[config.mk]
export PLATFORM = sky130hd
export DESIGN_NAME = camera_reply_frame_parser
export DESIGN_NICKNAME = d
export VERILOG_FILES = /design/src/rtl/crfp_pkg.sv /design/src/rtl/crfp_fifo.sv /design/src/rtl/crfp_front.sv /design/src/rtl/crfp_back.sv /design/src/rtl/camera_reply_frame_parser.sv
export SDC_FILE = /design/constraint.sdc
export NUM_CORES = 1
export LEC_CHECK = 0
export BUFFER_PORTS_ARGS = -buffer_cell sky130_fd_sc_hd__buf_2
export CORE_ASPECT_RATIO = 1.5
export CORE_MARGIN = 1
export CORE_UTILIZATION = 45
export DETAILED_ROUTE_END_ITERATION = 10
export PLACE_DENSITY = 0.6
export SLEW_MARGIN = 40
export SYNTH_ARGS = -nofsm -noshare
export SYNTH_HDL_FRONTEND = slang
export SYNTH_SLANG_ARGS = --single-unit
[constraint.sdc]
create_clock -name i_clk -period 20.8 [get_ports i_clk]
set_input_delay 2.08 -clock i_clk [delete_from_list [all_inputs] [get_ports i_clk]]
set_output_delay 2.08 -clock i_clk [all_outputs]
set_load 0.005 [all_outputs]
[src/rtl/crfp_pkg.sv]
`timescale 1ns / 1ps
// ----------------------------------------------------------------------------
// crfp_pkg
// Shared types and constants of the camera reply frame parser.
// ----------------------------------------------------------------------------
package crfp_pkg;

    localparam int CHUNK_SIZE_DEF   = 512;
    localparam int CAMERA_SLOTS_DEF = 4;
    localparam int REPLY_DEPTH_DEF  = 8;
    localparam int FIFO_DEPTH       = 4;

    localparam logic [7:0] CH_SYNC  = 8'h55; // 'U'
    localparam logic [7:0] CH_IMAGE = 8'h46; // 'F'
    localparam logic [7:0] CH_END   = 8'h23; // '#'
    localparam logic [7:0] CH_SNAP  = 8'h52; // 'R'
    localparam logic [7:0] CH_ECHO  = 8'h43; // 'C'
    localparam logic [7:0] CH_NAK   = 8'h3F; // '?'
    localparam logic [7:0] CH_ACK_H = 8'h48; // 'H'
    localparam logic [7:0] CH_ACK_E = 8'h45; // 'E'
    localparam logic [7:0] CH_ACK_D = 8'h44; // 'D'
    localparam logic [7:0] CH_ACK_Q = 8'h51; // 'Q'

    localparam logic [1:0] ACT_DATA   = 2'd0;
    localparam logic [1:0] ACT_PACKET = 2'd1;
    localparam logic [1:0] ACT_REPLY  = 2'd2;
    localparam logic [1:0] ACT_CLEAR  = 2'd3;

    localparam logic [1:0] EV_DATA   = 2'd0;
    localparam logic [1:0] EV_PACKET = 2'd1;
    localparam logic [1:0] EV_REPLY  = 2'd2;

    localparam logic [2:0] REPLY_NONE = 3'd0;
    localparam logic [2:0] REPLY_ACK  = 3'd1;
    localparam logic [2:0] REPLY_NAK  = 3'd2;
    localparam logic [2:0] REPLY_SNAP = 3'd3;
    localparam logic [2:0] REPLY_ECHO = 3'd4;

    typedef struct packed {
        logic [1:0]  kind;
        logic [7:0]  camera;
        logic [7:0]  command;
        logic [15:0] packet_id;
        logic [7:0]  data_byte;
        logic [8:0]  data_index;
        logic [15:0] data_len;
        logic        checksum_ok;
        logic [31:0] snap_size;
        logic [15:0] snap_count;
    } t_action;

    typedef struct packed {
        logic [1:0]  event_res;
        logic [7:0]  camera_id;
        logic [7:0]  command;
        logic [2:0]  reply;
        logic [15:0] packet_id;
        logic [15:0] packet_count;
        logic [15:0] data_len;
        logic [31:0] byte_offset;
        logic [31:0] file_size;
        logic [7:0]  data_byte;
        logic [8:0]  data_index;
        logic        checksum_ok;
    } t_result;

endpackage

[src/rtl/crfp_fifo.sv]
`timescale 1ns / 1ps
// ----------------------------------------------------------------------------
// crfp_fifo
// Small register queue, first word out on o_data while not empty.
// ----------------------------------------------------------------------------
module crfp_fifo
    import crfp_pkg::*;
#(
    parameter int WIDTH = 8
) (
    input  logic             i_clk,
    input  logic             i_rst_n,
    input  logic             i_push,
    input  logic [WIDTH-1:0] i_data,
    output logic             o_full,
    input  logic             i_pop,
    output logic [WIDTH-1:0] o_data,
    output logic             o_empty
);
    localparam int PW = $clog2(FIFO_DEPTH);

    logic [WIDTH-1:0] r_mem [FIFO_DEPTH];
    logic [PW-1:0]    r_wr_ptr, n_wr_ptr;
    logic [PW-1:0]    r_rd_ptr, n_rd_ptr;
    logic [PW:0]      r_count, n_count;
    logic             do_push, do_pop;

    assign o_full  = (r_count == (PW+1)'(FIFO_DEPTH));
    assign o_empty = (r_count == '0);
    assign o_data  = r_mem[r_rd_ptr];
    assign do_push = i_push && !o_full;
    assign do_pop  = i_pop && !o_empty;

    always_comb begin
        n_wr_ptr = do_push ? r_wr_ptr + 1'b1 : r_wr_ptr;
        n_rd_ptr = do_pop ? r_rd_ptr + 1'b1 : r_rd_ptr;
        n_count  = r_count;
        if (do_push && !do_pop) begin
            n_count = r_count + 1'b1;
        end else if (do_pop && !do_push) begin
            n_count = r_count - 1'b1;
        end
    end

    always_ff @(posedge i_clk) begin
        if (!i_rst_n) begin
            r_wr_ptr <= '0;
            r_rd_ptr <= '0;
            r_count  <= '0;
        end else begin
            r_wr_ptr <= n_wr_ptr;
            r_rd_ptr <= n_rd_ptr;
            r_count  <= n_count;
        end
    end

    always_ff @(posedge i_clk) begin
        if (do_push) begin
            r_mem[r_wr_ptr] <= i_data;
        end
    end

endmodule

[src/rtl/crfp_front.sv]
`timescale 1ns / 1ps
// ----------------------------------------------------------------------------
// crfp_front
// Byte parser: walks the frame phases and issues actions to the back end.
// ----------------------------------------------------------------------------
module crfp_front
    import crfp_pkg::*;
#(
    parameter int CHUNK_SIZE  = CHUNK_SIZE_DEF,
    parameter int REPLY_DEPTH = REPLY_DEPTH_DEF
) (
    input  logic       i_clk,
    input  logic       i_rst_n,
    input  logic       i_cfg_we,
    input  logic       i_cfg_data,
    input  logic       i_valid,
    input  logic       i_kind,
    input  logic [7:0] i_rx_byte,
    output logic       o_act_push,
    output t_action    o_act
);
    localparam int RIW = $clog2(REPLY_DEPTH);

    localparam logic [3:0] PH_HEADER  = 4'd0;
    localparam logic [3:0] PH_CMD     = 4'd1;
    localparam logic [3:0] PH_CAM     = 4'd2;
    localparam logic [3:0] PH_CMDDATA = 4'd3;
    localparam logic [3:0] PH_PID0    = 4'd4;
    localparam logic [3:0] PH_PID1    = 4'd5;
    localparam logic [3:0] PH_LEN0    = 4'd6;
    localparam logic [3:0] PH_LEN1    = 4'd7;
    localparam logic [3:0] PH_DATA    = 4'd8;
    localparam logic [3:0] PH_CRC0    = 4'd9;
    localparam logic [3:0] PH_CRC1    = 4'd10;

    logic        r_halted;
    logic [3:0]  r_phase, n_phase;
    logic [15:0] r_sum, n_sum;
    logic [7:0]  r_command, n_command;
    logic [7:0]  r_camera, n_camera;
    logic [15:0] r_packet, n_packet;
    logic [15:0] r_length, n_length;
    logic [15:0] r_count, n_count;
    logic [7:0]  r_rx_sum_lo, n_rx_sum_lo;
    logic [7:0]  r_reply_data [REPLY_DEPTH];
    logic        reply_we;
    logic [15:0] count_inc;
    logic        active;

    assign active    = i_valid && !i_kind && !r_halted;
    assign count_inc = (r_count != 16'hFFFF) ? r_count + 16'd1 : r_count;

    always_comb begin
        n_phase     = r_phase;
        n_sum       = r_sum;
        n_command   = r_command;
        n_camera    = r_camera;
        n_packet    = r_packet;
        n_length    = r_length;
        n_count     = r_count;
        n_rx_sum_lo = r_rx_sum_lo;
        reply_we    = 1'b0;
        o_act_push  = 1'b0;
        o_act       = '0;
        o_act.camera     = r_camera;
        o_act.command    = r_command;
        o_act.packet_id  = r_packet;
        o_act.data_byte  = i_rx_byte;
        o_act.data_index = r_count[8:0];
        o_act.data_len   = r_count;
        o_act.checksum_ok = (r_sum == {i_rx_byte, r_rx_sum_lo});
        o_act.snap_size  = {r_reply_data[3], r_reply_data[2], r_reply_data[1],
                            r_reply_data[0]};
        o_act.snap_count = {r_reply_data[5], r_reply_data[4]};

        if (i_valid && i_kind) begin
            o_act_push = 1'b1;
            o_act.kind = ACT_CLEAR;
        end else if (active) begin
            case (r_phase)
                PH_HEADER: begin
                    if (i_rx_byte == CH_SYNC) begin
                        n_sum   = {8'd0, i_rx_byte};
                        n_phase = PH_CMD;
                    end
                end
                PH_CMD: begin
                    n_sum     = r_sum + {8'd0, i_rx_byte};
                    n_command = i_rx_byte;
                    n_count   = '0;
                    n_phase   = PH_CAM;
                end
                PH_CAM: begin
                    n_sum    = r_sum + {8'd0, i_rx_byte};
                    n_camera = i_rx_byte;
                    n_count  = '0;
                    n_phase  = (r_command == CH_IMAGE) ? PH_PID0 : PH_CMDDATA;
                end
                PH_CMDDATA: begin
                    if (i_rx_byte == CH_END) begin
                        o_act_push = 1'b1;
                        o_act.kind = ACT_REPLY;
                        n_phase    = PH_HEADER;
                    end else if (r_count < 16'(REPLY_DEPTH)) begin
                        reply_we = 1'b1;
                        n_count  = r_count + 16'd1;
                    end
                end
                PH_PID0: begin
                    n_sum    = r_sum + {8'd0, i_rx_byte};
                    n_packet = {8'd0, i_rx_byte};
                    n_phase  = PH_PID1;
                end
                PH_PID1: begin
                    n_sum    = r_sum + {8'd0, i_rx_byte};
                    n_packet = {i_rx_byte, r_packet[7:0]};
                    n_phase  = PH_LEN0;
                end
                PH_LEN0: begin
                    n_sum    = r_sum + {8'd0, i_rx_byte};
                    n_length = {8'd0, i_rx_byte};
                    n_phase  = PH_LEN1;
                end
                PH_LEN1: begin
                    n_sum    = r_sum + {8'd0, i_rx_byte};
                    n_length = {i_rx_byte, r_length[7:0]};
                    n_count  = '0;
                    n_phase  = PH_DATA;
                end
                PH_DATA: begin
                    if (r_count < 16'(CHUNK_SIZE)) begin
                        n_sum      = r_sum + {8'd0, i_rx_byte};
                        o_act_push = 1'b1;
                        o_act.kind = ACT_DATA;
                    end
                    n_count = count_inc;
                    if (count_inc >= r_length) begin
                        n_phase = PH_CRC0;
                    end
                end
                PH_CRC0: begin
                    n_rx_sum_lo = i_rx_byte;
                    n_phase     = PH_CRC1;
                end
                PH_CRC1: begin
                    o_act_push = 1'b1;
                    o_act.kind = ACT_PACKET;
                    n_sum      = '0;
                    n_phase    = PH_HEADER;
                end
                default: begin
                    n_phase = PH_HEADER;
                end
            endcase
        end
    end

    always_ff @(posedge i_clk) begin
        if (!i_rst_n) begin
            r_halted    <= 1'b0;
            r_phase     <= PH_HEADER;
            r_sum       <= '0;
            r_command   <= '0;
            r_camera    <= '0;
            r_packet    <= '0;
            r_length    <= '0;
            r_count     <= '0;
            r_rx_sum_lo <= '0;
        end else begin
            if (i_cfg_we) begin
                r_halted <= i_cfg_data;
            end
            r_phase     <= n_phase;
            r_sum       <= n_sum;
            r_command   <= n_command;
            r_camera    <= n_camera;
            r_packet    <= n_packet;
            r_length    <= n_length;
            r_count     <= n_count;
            r_rx_sum_lo <= n_rx_sum_lo;
        end
    end

    always_ff @(posedge i_clk) begin
        if (reply_we) begin
            r_reply_data[r_count[RIW-1:0]] <= i_rx_byte;
        end
    end

endmodule

[src/rtl/crfp_back.sv]
`timescale 1ns / 1ps
// ----------------------------------------------------------------------------
// crfp_back
// Action executor: keeps the snapshot tables and builds result words.
// ----------------------------------------------------------------------------
module crfp_back
    import crfp_pkg::*;
#(
    parameter int CHUNK_SIZE   = CHUNK_SIZE_DEF,
    parameter int CAMERA_SLOTS = CAMERA_SLOTS_DEF
) (
    input  logic    i_clk,
    input  logic    i_rst_n,
    input  logic    i_act_empty,
    input  t_action i_act,
    output logic    o_act_pop,
    input  logic    i_res_full,
    output logic    o_res_push,
    output t_result o_res
);
    localparam int SW = (CAMERA_SLOTS > 1) ? $clog2(CAMERA_SLOTS) : 1;

    logic [31:0] r_size_tab  [CAMERA_SLOTS];
    logic [15:0] r_count_tab [CAMERA_SLOTS];
    logic        in_table;
    logic [SW-1:0] slot;
    logic        snap_we;
    logic [31:0] pid_m1;

    assign in_table  = (i_act.camera < 8'(CAMERA_SLOTS));
    assign slot      = i_act.camera[SW-1:0];
    assign o_act_pop = !i_act_empty && !i_res_full;
    assign pid_m1    = {16'd0, i_act.packet_id} - 32'd1;

    always_comb begin
        o_res_push = 1'b0;
        snap_we    = 1'b0;
        o_res      = '0;
        o_res.camera_id = i_act.camera;
        o_res.command   = i_act.command;
        case (i_act.kind)
            ACT_DATA: begin
                o_res_push       = o_act_pop;
                o_res.event_res  = EV_DATA;
                o_res.packet_id  = i_act.packet_id;
                o_res.data_byte  = i_act.data_byte;
                o_res.data_index = i_act.data_index;
            end
            ACT_PACKET: begin
                o_res_push        = o_act_pop;
                o_res.event_res   = EV_PACKET;
                o_res.packet_id   = i_act.packet_id;
                o_res.data_len    = i_act.data_len;
                o_res.byte_offset = 32'(pid_m1 * 32'(CHUNK_SIZE));
                o_res.checksum_ok = i_act.checksum_ok;
                if (in_table) begin
                    o_res.packet_count = r_count_tab[slot];
                    o_res.file_size    = r_size_tab[slot];
                end
            end
            ACT_REPLY: begin
                o_res_push      = o_act_pop;
                o_res.event_res = EV_REPLY;
                case (i_act.command)
                    CH_SNAP: begin
                        if (in_table) begin
                            snap_we            = o_act_pop;
                            o_res.reply        = REPLY_SNAP;
                            o_res.packet_count = i_act.snap_count;
                            o_res.file_size    = i_act.snap_size;
                        end
                    end
                    CH_ECHO:  o_res.reply = REPLY_ECHO;
                    CH_ACK_H: o_res.reply = REPLY_ACK;
                    CH_ACK_E: o_res.reply = REPLY_ACK;
                    CH_ACK_D: o_res.reply = REPLY_ACK;
                    CH_ACK_Q: o_res.reply = REPLY_ACK;
                    CH_NAK:   o_res.reply = REPLY_NAK;
                    default:  o_res.reply = REPLY_NONE;
                endcase
            end
            default: begin
                o_res_push = 1'b0;
            end
        endcase
    end

    always_ff @(posedge i_clk) begin
        if (!i_rst_n) begin
            for (int i = 0; i < CAMERA_SLOTS; i++) begin
                r_size_tab[i]  <= '0;
                r_count_tab[i] <= '0;
            end
        end else if (o_act_pop && (i_act.kind == ACT_CLEAR)) begin
            for (int i = 0; i < CAMERA_SLOTS; i++) begin
                r_size_tab[i]  <= '0;
                r_count_tab[i] <= '0;
            end
        end else if (snap_we) begin
            r_size_tab[slot]  <= i_act.snap_size;
            r_count_tab[slot] <= i_act.snap_count;
        end
    end

endmodule

[src/rtl/camera_reply_frame_parser.sv]
`timescale 1ns / 1ps
// ----------------------------------------------------------------------------
// camera_reply_frame_parser
// Serial camera reply parser with image packet and snapshot info handling.
// ----------------------------------------------------------------------------
// One word is taken every cycle while full is low. The parser decides per
// byte what happens and posts an action into a four-entry action queue; an
// executor holding the snapshot tables turns actions into result words in a
// four-entry result queue. A result passes both queues to the result ports,
// after the byte that causes it. full rises only when the action queue is
// full, which happens only when pop stays low long enough for both queues to
// fill. The table clear word acts even while halted.
// ----------------------------------------------------------------------------
module camera_reply_frame_parser
    import crfp_pkg::*;
#(
    parameter int CHUNK_SIZE   = CHUNK_SIZE_DEF,
    parameter int CAMERA_SLOTS = CAMERA_SLOTS_DEF,
    parameter int REPLY_DEPTH  = REPLY_DEPTH_DEF
) (
    input  logic        i_clk,
    input  logic        i_rst_n,
    input  logic        i_cfg_we,
    input  logic        i_cfg_data,
    input  logic        push,
    output logic        full,
    input  logic        i_kind,
    input  logic [7:0]  i_rx_byte,
    output logic        empty,
    input  logic        pop,
    output logic [1:0]  o_event_res,
    output logic [7:0]  o_camera_id,
    output logic [7:0]  o_command,
    output logic [2:0]  o_reply,
    output logic [15:0] o_packet_id,
    output logic [15:0] o_packet_count,
    output logic [15:0] o_data_len,
    output logic [31:0] o_byte_offset,
    output logic [31:0] o_file_size,
    output logic [7:0]  o_data_byte,
    output logic [8:0]  o_data_index,
    output logic        o_checksum_ok
);
    logic    act_push, act_pop, act_empty;
    t_action act_in, act_out;
    logic    res_push, res_full;
    t_result res_in, res_out;

    crfp_front #(
        .CHUNK_SIZE  (CHUNK_SIZE),
        .REPLY_DEPTH (REPLY_DEPTH)
    ) u_front (
        .i_clk      (i_clk),
        .i_rst_n    (i_rst_n),
        .i_cfg_we   (i_cfg_we),
        .i_cfg_data (i_cfg_data),
        .i_valid    (push && !full),
        .i_kind     (i_kind),
        .i_rx_byte  (i_rx_byte),
        .o_act_push (act_push),
        .o_act      (act_in)
    );

    crfp_fifo #(
        .WIDTH ($bits(t_action))
    ) u_act_fifo (
        .i_clk   (i_clk),
        .i_rst_n (i_rst_n),
        .i_push  (act_push),
        .i_data  (act_in),
        .o_full  (full),
        .i_pop   (act_pop),
        .o_data  (act_out),
        .o_empty (act_empty)
    );

    crfp_back #(
        .CHUNK_SIZE   (CHUNK_SIZE),
        .CAMERA_SLOTS (CAMERA_SLOTS)
    ) u_back (
        .i_clk       (i_clk),
        .i_rst_n     (i_rst_n),
        .i_act_empty (act_empty),
        .i_act       (act_out),
        .o_act_pop   (act_pop),
        .i_res_full  (res_full),
        .o_res_push  (res_push),
        .o_res       (res_in)
    );

    crfp_fifo #(
        .WIDTH ($bits(t_result))
    ) u_res_fifo (
        .i_clk   (i_clk),
        .i_rst_n (i_rst_n),
        .i_push  (res_push),
        .i_data  (res_in),
        .o_full  (res_full),
        .i_pop   (pop),
        .o_data  (res_out),
        .o_empty (empty)
    );

    assign o_event_res    = res_out.event_res;
    assign o_camera_id    = res_out.camera_id;
    assign o_command      = res_out.command;
    assign o_reply        = res_out.reply;
    assign o_packet_id    = res_out.packet_id;
    assign o_packet_count = res_out.packet_count;
    assign o_data_len     = res_out.data_len;
    assign o_byte_offset  = res_out.byte_offset;
    assign o_file_size    = res_out.file_size;
    assign o_data_byte    = res_out.data_byte;
    assign o_data_index   = res_out.data_index;
    assign o_checksum_ok  = res_out.checksum_ok;

endmodule
Word-level counts from Yosys, hierarchy flattened --
Memory sizes are Yosys's and may differ from the RTL's. A register that Yosys moved wholly into a read port is not among the register bits. Index checks and enable logic that the tools add are counted.
Storage, ports and cells: RAM bits 1324, register bits 107, memories 5, word-level logic and storage cells 216
Operators by class: magnitude comparators 4, reductions and logical operators 51, equal/unequal tests 33, mux-type cells 84, bitwise gates (word level) 11, $add $sub $neg 11
Memory list:
- u_res_fifo.r_mem | words 4, width 151, read ports 1, clocked after memory_dff 1, wr ports 1, RTL line crfp_fifo.sv:22 | logic [WIDTH-1:0] r_mem [FIFO_DEPTH];
- u_act_fifo.r_mem | words 4, width 116, read ports 1, clocked after memory_dff 1, wr ports 1, RTL line crfp_fifo.sv:22
- u_back.r_size_tab | words 4, width 32, read ports 1, clocked after memory_dff 0, wr ports 4, RTL line crfp_back.sv:23 | logic [31:0] r_size_tab [CAMERA_SLOTS];
- u_back.r_count_tab | words 4, width 16, read ports 1, clocked after memory_dff 0, wr ports 4, RTL line crfp_back.sv:24 | logic [15:0] r_count_tab [CAMERA_SLOTS];
- u_front.r_reply_data | words 8, width 8, read ports 6, clocked after memory_dff 0, wr ports 1, RTL line crfp_front.sv:45 | logic [7:0] r_reply_data [REPLY_DEPTH];
Operators by type and width (number):
- two-way mux 32 bit | 8
- two-way mux 16 bit | 14
- case mux 16 bit (2 select lines) | 3
- equality test 8 x 7 -> 1 bit (second input constant) | 8
- case mux 16 bit (4 select lines) | 1
- case mux 32 bit (2 select lines) | 1
- two-way mux 48 bit | 1
- case mux 16 bit (3 select lines) | 1
- case mux 4 bit (10 select lines) | 1
- OR reduction 32 bit | 1
- two-way mux 1 bit | 30
- two-way mux 2 bit | 10
- two-way mux 3 bit | 6
- two-way mux 17 bit | 1
- subtractor 16 x 1 -> 17 bit (second input constant) | 1
- adder 16 x 1 -> 16 bit (second input constant) | 1
- adder 16 x 8 -> 16 bit | 1
- equality test 16 bit | 1
- equality test 4 x 3 -> 1 bit (second input constant) | 4
- equality test 8 x 6 -> 1 bit (second input constant) | 2
- greater-or-equal comparator 16 bit | 1
- less-than comparator 16 x 10 -> 1 bit (second input constant) | 1
- less-than comparator 16 x 4 -> 1 bit (second input constant) | 1
- inequality test 16 bit (second input constant) | 1
- other kinds (34) | 94

Longest topological paths before layout --
Gate-level depths: netlist of the first run.
word-level depth 12, gate-level depth with buffers 15, mapped depth without buffers 12

By module --
From an unflattened synthesis of the first run, not the netlist that was laid out.
Unflattened totals: cell total of the unflattened synthesis 3128, area total of the unflattened synthesis 56914.6 sq um
Modules (own cells, without submodules):
- crfp_fifo at u_res_fifo | instances 1, area each 22241.3 sq um, cells each 837
- crfp_fifo at u_act_fifo | instances 1, area each 17176.5 sq um, cells each 654
- crfp_back | instances 1, area each 10423.7 sq um, cells each 904
- crfp_front | instances 1, area each 7059.3 sq um, cells each 732
- camera_reply_frame_parser | instances 1, area each 13.8 sq um, cells each 1

Worst setup path before layout of the first run --
OpenSTA, ideal clock, no wires.
kind input port to flip-flop, start point input i_rx_byte[5], end point memory u_act_fifo.r_mem[0][0] in the netlist's numbering, enable pin, data required time 20322 ps, stages on the path 6, arrival 6207 ps, slack 14115 ps, library setup time 478 ps, buffers on the path 1, cell sequence clkbuf_1 or3b_2 nor4b_1 a21oi_1 o21ai_1 and2_1
On the way: cells in the longest elaborated chain, start to end 8
RTL lines:
- from (decl) | RTL line camera_reply_frame_parser.sv:28 | input logic [7:0] i_rx_byte,
- equality test 8 x 6 -> 1 bit | RTL line crfp_front.sv:100 | if (i_rx_byte == CH_END) begin
- two-way mux 1 bit | RTL line crfp_front.sv:100
- case mux 1 bit (3 select lines) | RTL line crfp_front.sv:80 | case (r_phase)
- two-way mux 1 bit | RTL line crfp_front.sv:79 | end else if (active) begin
- two-way mux 1 bit | RTL line crfp_front.sv:76 | if (i_valid && i_kind) begin
- logical AND 1 bit | RTL line crfp_fifo.sv:31 | assign do_push = i_push && !o_full;
- net u_act_fifo.do_push | RTL line crfp_fifo.sv:26 | logic do_push, do_pop;
- two-way mux 1 bit | RTL line crfp_fifo.sv:58 | if (do_push) begin
- two-way mux 1 bit (implied by the code) | RTL line crfp_fifo.sv:59 | r_mem[r_wr_ptr] <= i_data;
- to (decl) | RTL line crfp_fifo.sv:22
The timed path passes the listed nets, and every way through them passes these cells.

==> impl_results.md, run 1 <==
- Status: finished, final reports clean
- Met1 Use GR: 0.240
- Detailed Route Iter0 Violations: 2,066
- Least-Margin Pin Slew: 0.850 ns
- N_diodes: 0
- Num CTS Buffers: 119
- Req. time, crit path: 18.72 ns
- RSZ-0062 raised after global routing: no
- DP Area: 54,900 sq um
- Die Span Y: 420 um
- Syn Area/Cell: 18.8 sq um
- Routability cong.: 0.784
- #FFs+latches synth: 1,323
- TritonCTS clock tree: yes
- P&R area growth vs syn: 12.7%
- Worst Setup Start Kind: flip-flop
- H-tree lvl count: 3
- Synth area leader: edfxtp_1
- Slowest cell on the critical path: mux4_2
- GRT Max-Usage Layer: met2
- Mapped Area: 52,500 sq um
- Core box area: 116,000 sq um
- Most numerous cell in the Yosys netlist: edfxtp_1
- Fin crit period: 5.33 ns
- Final nets: 3,022
- Die footprint: 118,000 sq um
- Area contributors post-synth: edfxtp_1 (69%), mux4_2 (12%), dfxtp_1 (4.2%)
- CP Max Fanout: 49
- Post-route design area: 59,100 sq um
- CTS clk-pin slew, worst paths: 0.06 ns
- Post-synthesis sequential area ratio: 0.736
- Bufs on Longest Clock Path: 3
- First-pass GRT wire length: 170,000 um
- Clk Latency, worst-skew pair: 0.75 ns
- Setup TNS: 0 ns
- Slew margin rel.: 0.433
- Ys Warns: 0
- Vias: 25,600
- Clock Skews: 0.0461 ns
- CP Cell Sequence: buf_6, buf_6, mux4_2, buf_2
- Drt total wl: 114,000 um
- FF-to-FF path depth: 10
- Grt ovf: 0
- Antenna Nets Post-Route: 0
- DR pass1 iterations: 5
- Finished Layout Cells: 4,617
- Largest net degree at the start of global routing: 67
- Hold Path Depth: 2
- Routed len/inst: 24.6 um
- Worst EP arrival: 3.25 ns
- Share of layout cells above drive strength 1: 0.238
- Cts hold-fix bufs: 0
- Tot Pwr: 7.39 mW
- Crit Path Category: reg -> out
- Drt drc: 0
- Tot GR Track Use: 0.195
- Root Buffer: clkbuf_16
- Max cap viols: 0
- Final setup vio count: 0
- Class of the worst hold path: reg -> reg
- Number of global-route vias before repair: 27,100
- PortBufs: 158
- Hold worst-path end: u_front.r_length[13]
- Initial Util: 0.453
- Reg2Reg Setup Slack: 15.57 ns
- Global-route met3 utilization: 0.0265
- Power Density: 125 nW/um^2
- Peak VDD IR: 97.4 uV
- Worst Setup End Kind: output port
- Synth Flop Type: edfxtp_1
- Async S/R FF share, synth: 0
- Setup Buffers After CTS: 0
- Yosys cell types: 71
- Via density: 5.54
- Met2 Use GR: 0.356
- Final hold violations: 0
- Worst path max stage delay: 0.60 ns
- Number of core rows: 153
- Synth top cells by count: edfxtp_1 (1,212), mux4_2 (284), and2_1 (232)
- DP HPWL: 69,800 um
- Gates resized, CTS repair: 0
- Max Fclk: 188 MHz
- Worst min-delay path startpoint: u_front.r_length[13]
- Cells after Synth: 2,792
- Cell mode on critical path: buf_6
- Number of synthesized flops with an enable pin: 1,212
- Die width: 281 um
- Slew Viols, Final: 0
- Synth top area share: 0.694
- Leakage Power: 19.5 nW
- RR Endpoint: u_back.r_size_tab[1][13]
- TritonCTS Sinks: 1,323
- Fin crit share: 0.256
- Cell Count Post-Placement: 4,387
- IO Pins: 168
- Initial antenna violation count: 3
final cells by class:
| cell class | count | area (sq um) |
|---|---|---|
| well taps | 1550 | 1940 |
| flip-flops and latches | 1323 | 38600 |
| multi-input cells | 1275 | 13100 |
| inverters | 36 | 135 |
| clock inverters | 73 | 878 |
| repair buffers | 207 | 1240 |
| fillers | 9196 | 56700 |
| clock buffers | 153 | 3210 |
critical path, delay by kind of cell (launching register included):
kind,cells,cell delay [ns]
buffers and inverters,3,1.28
DFF,1,0.47
muxes,1,0.60
metal layers:
metal / wire (um) / vias up
met3: 4890 / 139
met1: 44900 / 13400
met2: 61300 / 619
met4: 2410 / 0
met5: 0 / -
li1: - / 11400
layout by cell type (no fill, tap or decap), types with 24 or more instances in the layout:
master     count
clkbuf_1      24
a22o_1        43
nand3_1       32
nor2b_1       60
edfxtp_1    1212
buf_2        158
a21oi_1       26
xnor2_1       34
and2_1       224
mux4_2       283
nand2_1       90
ha_1          41
nor2_1        77
dfxtp_1      107
clkbuf_16    119
clkinv_2      27
xor2_1        25
a21boi_0      35
o21ai_0       47
buf_4         33
inv_1         36
mux2i_1       36
logic make-up after synthesis:
logic type               synth area share
adder cells (fa/ha/maj)            0.0112
buffers and inverters              0.0168
flip-flops                          0.736
XOR/XNOR                          0.00985
AND/OR/NAND/NOR                    0.0664
AO/OA/AOI/OAI                      0.0292
multiplexers                        0.131
other                           0.0000715
registers in the layout (all words and copies together) (netlist names), named ones only:
name	cells
u_front.r_count	16
u_act_fifo.r_rd_ptr	2
u_res_fifo.r_count	3
u_res_fifo.r_wr_ptr	2
u_front.r_phase	4
u_front.r_length	16
u_front.r_sum	16
u_front.r_packet	16
u_front.r_rx_sum_lo	8
u_act_fifo.r_wr_ptr	2
u_front.r_halted	1
u_res_fifo.r_rd_ptr	2
u_back.r_count_tab	64
u_res_fifo.r_mem	544
u_front.r_camera	8
u_front.r_command	8
u_front.r_reply_data	48
u_act_fifo.r_mem	428
u_back.r_size_tab	128
u_act_fifo.r_count	3
through the flow:
step	hold WS, ns	util	setup slack, ns
5_1_grt	0.484	0.510	15.23
3_5_place_dp	0.455	0.474	14.48
2_1_floorplan	0.441	-	14.12
4_1_cts	0.464	0.510	15.11
3_3_place_gp	0.454	0.474	14.59
6_report	0.462	0.510	15.47
report_power, final:
group	switching, mW	leakage, nW	internal (mW)
registers	0.117	12.3	3.37
clock network	0.971	1.99	1.29
logic	0.938	5.27	0.695
worst max path at each step:
stage                       from                 endpoint  cells after the start
finish                 flip-flop          o_file_size[11]                      4
global route           flip-flop            o_data_len[3]                      4
CTS                    flip-flop          o_file_size[11]                      4
detailed placement  i_rx_byte[5]  u_act_fifo.r_mem[1][26]                      7
global placement    i_rx_byte[5]  u_act_fifo.r_mem[2][26]                      7
floorplan           i_rx_byte[5]   u_act_fifo.r_mem[0][0]                      6
Note: power is estimated with default switching activity, not from simulation.
==> run 2, diff against run 1 <==
==> constraint.sdc (replaced) <==
create_clock -name i_clk -period 5.57 [get_ports i_clk]
set_input_delay 0.557 -clock i_clk [delete_from_list [all_inputs] [get_ports i_clk]]
set_output_delay 0.557 -clock i_clk [all_outputs]
set_load 0.005 [all_outputs]
==> run 2 against run 1 <==
Net effect:
- clock-buffer cell count decreased by 17
- setup slack worse by 14 ns
- highest routed layer unchanged
- sequential power grew to 3.7 times the previous value
- largest cell class unchanged
- via count is 0.56% higher
- routed wire length grew 0.46%
- register-to-register slack worse by 14 ns
- utilization is 0.25 points higher
- cell area grew 0.48%
- largest power group unchanged
- combinational power grew to 3.9 times the previous value
==> impl_results.md, run 2 (synthesis gave the netlist of run 1 again) <==
- Status: finished, final reports clean
- Number of global-route vias before repair: 27,300
- Worst EP arrival: 4.57 ns
- CP Max Fanout: 36
- H-tree lvl count: 3
- Fin crit period: 4.17 ns
- Worst Setup Start Kind: flip-flop
- Slowest cell on the critical path: or4b_4
- Fin crit share: 0.748
- Grt ovf: 0
- IO Pins: 168
- Commonest non-fill, non-tap cell in the layout: edfxtp_1
- Gates resized, CTS repair: 0
- Most flop-heavy register: u_res_fifo.r_mem
- Antenna Nets Post-Route: 0
- Peak VDD IR: 278 uV
- TritonCTS Sinks: 1,323
- Tot GR Track Use: 0.196
- Drt total wl: 114,000 um
- Num CTS Buffers: 118
- Vias: 25,700
- Largest net degree at the start of global routing: 108
- Multi-input gate area: 13,100 sq um
- Core box area: 116,000 sq um
- Slew margin rel.: 0.445
- Post-route design area: 59,400 sq um
- Net Sw Frac: 0.273
- CTS clk-pin slew, worst paths: 0.07 ns
- Biggest regs: u_res_fifo.r_mem (544), u_act_fifo.r_mem (428), u_back.r_size_tab (128)
- Final hold violations: 0
- Clock Skews: 0.0347 ns
- Hold WS: 0.110 ns
- PortBufs: 158
- Commonest cells after routing, fill and taps aside: edfxtp_1 (1,212), mux4_2 (283), and2_1 (224), buf_2 (158), clkbuf_16 (120)
- Least-Margin Pin Slew: 0.824 ns
- Die footprint: 118,000 sq um
- Setup Buffers After CTS: 0
- Share of layout cells above drive strength 1: 0.240
- Crit Path Category: reg -> reg
- TritonCTS clock tree: yes
- Req. time, crit path: 5.97 ns
- Clk Latency, worst-skew pair: 0.73 ns
- Top Family by Delay on Critical Path: simple AND/OR/NAND/NOR gates
- Leakage Power: 19.6 nW
- P_int: 20.2 mW
- DR pass1 iterations: 6
- Max cap viols: 0
- Initial Util: 0.453
- Slew Viols, Final: 0
- Clock network fraction of total power: 0.304
- Fillcell total: 9,127
- Die width: 281 um
- Final nets: 3,035
- Worst Setup End Kind: flip-flop
- Routed len/inst: 24.6 um
- P&R area growth vs syn: 13.2%
- Class of the worst hold path: in -> reg
- Routability cong.: 0.822
- Gate power share: 0.229
- Worst path max stage delay: 0.63 ns
- Power Density: 467 nW/um^2
- CP Cell Sequence: mux4_2, inv_1, ha_1, nand2_1, nor3_2, or4b_4, or3_1, nand2_2, buf_12
- Bufs on Longest Clock Path: 3
- Die Span Y: 420 um
- Cts hold-fix bufs: 0
- Max reg flops: 544
- Drt drc: 0
- Initial antenna violation count: 5
- Setup TNS: 0 ns
- First-pass GRT wire length: 172,000 um
- DP HPWL: 70,300 um
- Seq. cell area: 38,600 sq um
- Max Fclk: 240 MHz
- Detailed Route Iter0 Violations: 1,966
- Final setup vio count: 0
- Sequential Power Share: 0.467
- NetSw: 7.59 mW
- DP Area: 55,300 sq um
- RSZ-0062 raised after global routing: no
- Buffers and inverters on the worst path: 2
- Root Buffer: clkbuf_16
- Number of core rows: 153
- Via density: 5.56
[run 2: final timing paths]
check / from / end / slack, ns / depth (start not counted)
max reg2reg: flip-flop / u_back.r_size_tab[1][13] / 1.40 / 9
min reg2reg: u_front.r_length[9] / u_front.r_length[9] / 0.48 / 2
min: i_cfg_data / u_front.r_halted / 0.11 / 3
max: flip-flop / u_back.r_size_tab[1][13] / 1.40 / 9
[run 2: power by group through the flow]
stage	sequential (mW)	combinational, mW	clock, mW
2_1_floorplan	13.0	3.98	0
3_3_place_gp	13.1	6.41	0
3_5_place_dp	13.2	6.52	0
4_1_cts	13.0	6.55	8.62
5_1_grt	13.1	6.89	8.97
6_report	13.0	6.35	8.45
[run 2: per-layer routing]
layer / wire length (um) / track usage / share of wire
met5: 0 / 0 / 0
met2: 60600 / 0.354 / 0.53
met1: 46200 / 0.246 / 0.41
met3: 4480 / 0.0217 / 0.039
met4: 2760 / 0.0643 / 0.024
[run 2: final cells by class]
type,count,area share
tap,1550,0.0326
timing repair buffer,221,0.0255
clock inverter,85,0.0165
clock buffer,136,0.0516
multi-input combinational,1275,0.221
antenna,1,0.0000421
inverter,36,0.00227
sequential,1323,0.650
[run 2: metrics by stage]
stage / util / std cells / setup slack [ns] / power, mW
after floorplan: - / 2800 / 0.0269 / 17.0
after global placement: 0.477 / 4402 / 1.22 / 19.5
after detailed placement: 0.477 / 4403 / 1.15 / 19.7
after CTS: 0.512 / 4624 / 1.14 / 28.2
after global routing: 0.513 / 4626 / 1.21 / 28.9
final: 0.513 / 4627 / 1.40 / 27.8
[run 2: worst register-to-register path: stages (launching register included)]
cell and delay [ns]:
dfxtp_4 0.56, mux4_2 0.61, inv_1 0.14, ha_1 0.24
nand2_1 0.09, nor3_2 0.41, or4b_4 0.63, or3_1 0.46
nand2_2 0.37, buf_12 0.30
==> run 3, diff against run 2 <==
==> constraint.sdc (replaced) <==
create_clock -name i_clk -period 4 [get_ports i_clk]
set_input_delay 0.4 -clock i_clk [delete_from_list [all_inputs] [get_ports i_clk]]
set_output_delay 0.4 -clock i_clk [all_outputs]
set_load 0.005 [all_outputs]
==> run 3 against run 2 <==
Net effect:
- die area did not move
- final cell count rose by 1.2%
- non-clock buffer count rose by 59
- utilization rose by 0.43 points
- critical path depth fell by 2
- sequential share of layout area fell by 0.54 points
- clock skew rose by 0.0071 ns
- critical path type unchanged
==> impl_results.md, run 3 (synthesis gave the netlist of run 1 again) <==
- Fin crit period: 3.73 ns
- Least-Margin Pin Slew: 0.798 ns
- RSZ-0062 raised after global routing: no
- Biggest regs: u_res_fifo.r_mem (544), u_act_fifo.r_mem (428), u_back.r_size_tab (128)
- TritonCTS Sinks: 1,323
- Final nets: 3,095
- Setup TNS: 0 ns
- IO Pins: 168
- Clk Latency, worst-skew pair: 0.75 ns
- Share of layout cells above drive strength 1: 0.251
- Detailed Route Iter0 Violations: 1,837
- Grt ovf: 0
- First-pass GRT wire length: 174,000 um
- Post-route setup slack: 0.266 ns
- Slew margin rel.: 0.463
- Commonest cells after routing, fill and taps aside: edfxtp_1 (1,212), mux4_2 (283), and2_1 (224), buf_2 (158), clkbuf_16 (122)
- Bufs on Longest Clock Path: 3
- Final setup vio count: 0
- Fillcell total: 9,175
- P&R area growth vs syn: 14.2%
- PortBufs: 158
- Via density: 5.58
- DP HPWL: 72,000 um
- RR Endpoint: u_res_fifo.r_mem[3][74]
- Hold WS: 0.124 ns
- Req. time, crit path: 4.47 ns
- Sequential Power Share: 0.469
- TritonCTS clock tree: yes
- Clock Skews: 0.0418 ns
- Worst Setup End Kind: flip-flop
- FF-to-FF path depth: 7
- Antenna Nets Post-Route: 0
- Vias: 26,100
- CP Max Fanout: 31
- Status: finished, final reports clean
- Leakage Power: 19.9 nW
- Worst Setup Start Kind: flip-flop
- Worst EP arrival: 4.20 ns
- Most flop-heavy register: u_res_fifo.r_mem
- Routability cong.: 0.819
- Core box area: 116,000 sq um
- Worst setup path endpoint: u_res_fifo.r_mem[3][74]
- Peak VDD IR: 413 uV
- CTS clk-pin slew, worst paths: 0.06 ns
- Drt drc: 0
- Routed len/inst: 24.7 um
- Max Fclk: 268 MHz
- Initial Util: 0.453
- Drt total wl: 115,000 um
- Number of global-route vias before repair: 27,700
- DR pass1 iterations: 5
- H-tree lvl count: 3
- Final hold violations: 0
- Num CTS Buffers: 119
- Crit Path Category: reg -> reg
- Clock network fraction of total power: 0.297
- Power Density: 644 nW/um^2
- Number of core rows: 153
- Tot GR Track Use: 0.200
- Largest net degree at the start of global routing: 67
- Seq. cell area: 38,600 sq um
- Reg2Reg Setup Slack: 0.27 ns
- Gate power share: 0.234
- Max reg flops: 544
- Die width: 281 um
- Initial antenna violation count: 2
- Commonest non-fill, non-tap cell in the layout: edfxtp_1
- NetSw: 10.6 mW
- Setup Buffers After CTS: 0
- Multi-input gate area: 13,100 sq um
- P_int: 28.0 mW
- Fin crit share: 0.933
- Slew Viols, Final: 0
- Max cap viols: 0
- Die Span Y: 420 um
- Worst slack, placed: 0.203 ns
- Net Sw Frac: 0.275
- Class of the worst hold path: in -> reg
- Die footprint: 118,000 sq um
- Root Buffer: clkbuf_16
-- run 3: per-stage QoR --
stage	total power, mW	area [sq um]	cells	util
CTS	39.1	59900	4681	0.517
finish	38.6	59900	4682	0.517
global placement	27.4	56000	4461	0.483
floorplan	23.7	52600	2800	-
detailed placement	27.7	56000	4462	0.483
global route	40.2	59900	4681	0.517
-- run 3: critical path, stage by stage (launching register included) --
cell	delay (ns)
dfxtp_4	0.56
buf_4	0.53
mux4_2	0.63
or4_1	0.62
nor4_2	0.44
nor4b_1	0.35
xor2_1	0.11
and2_1	0.21
-- run 3: area by class of cell --
class / count / share of cell area
inverter: 36 / 0.00226
timing repair buffer: 280 / 0.0368
multi-input combinational: 1275 / 0.218
tap: 1550 / 0.0324
sequential: 1323 / 0.645
antenna: 1 / 0.0000418
clock inverter: 80 / 0.0133
clock buffer: 137 / 0.0519
-- run 3: worst min path at each step --
stage / start / endpoint / slack (ns) / cells after the start
after CTS: pop / flip-flop / 0.06 / 4
after global routing: pop / flip-flop / 0.12 / 4
after global placement: u_front.r_length[11] / u_front.r_length[11] / 0.45 / 2
final: pop / flip-flop / 0.12 / 4
after floorplan: u_front.r_length[12] / u_front.r_length[12] / 0.44 / 2
after detailed placement: u_front.r_length[11] / u_front.r_length[11] / 0.47 / 2
-- run 3: timing repair --
item | in CTS | in global routing
hold endpoints to repair | 1 | 0
gates resized for setup | 0 | 0
hold buffers | 2 | 0
-- run 3: layer usage --
layer / GRT usage / up-vias / part of all wire
li1: - / 11500 / -
met1: 0.246 / 13800 / 0.40
met2: 0.361 / 635 / 0.53
met3: 0.0267 / 188 / 0.039
met4: 0.0648 / 2 / 0.026
met5: 0 / - / 0.00015
-- run 3: power groups by stage --
stage	registers, mW	clock network [mW]	logic [mW]
detailed placement	18.4	0	9.28
floorplan	18.1	0	5.61
CTS	18.1	11.7	9.31
global placement	18.3	0	9.12
global route	18.2	12.2	9.75
finish	18.1	11.5	9.01
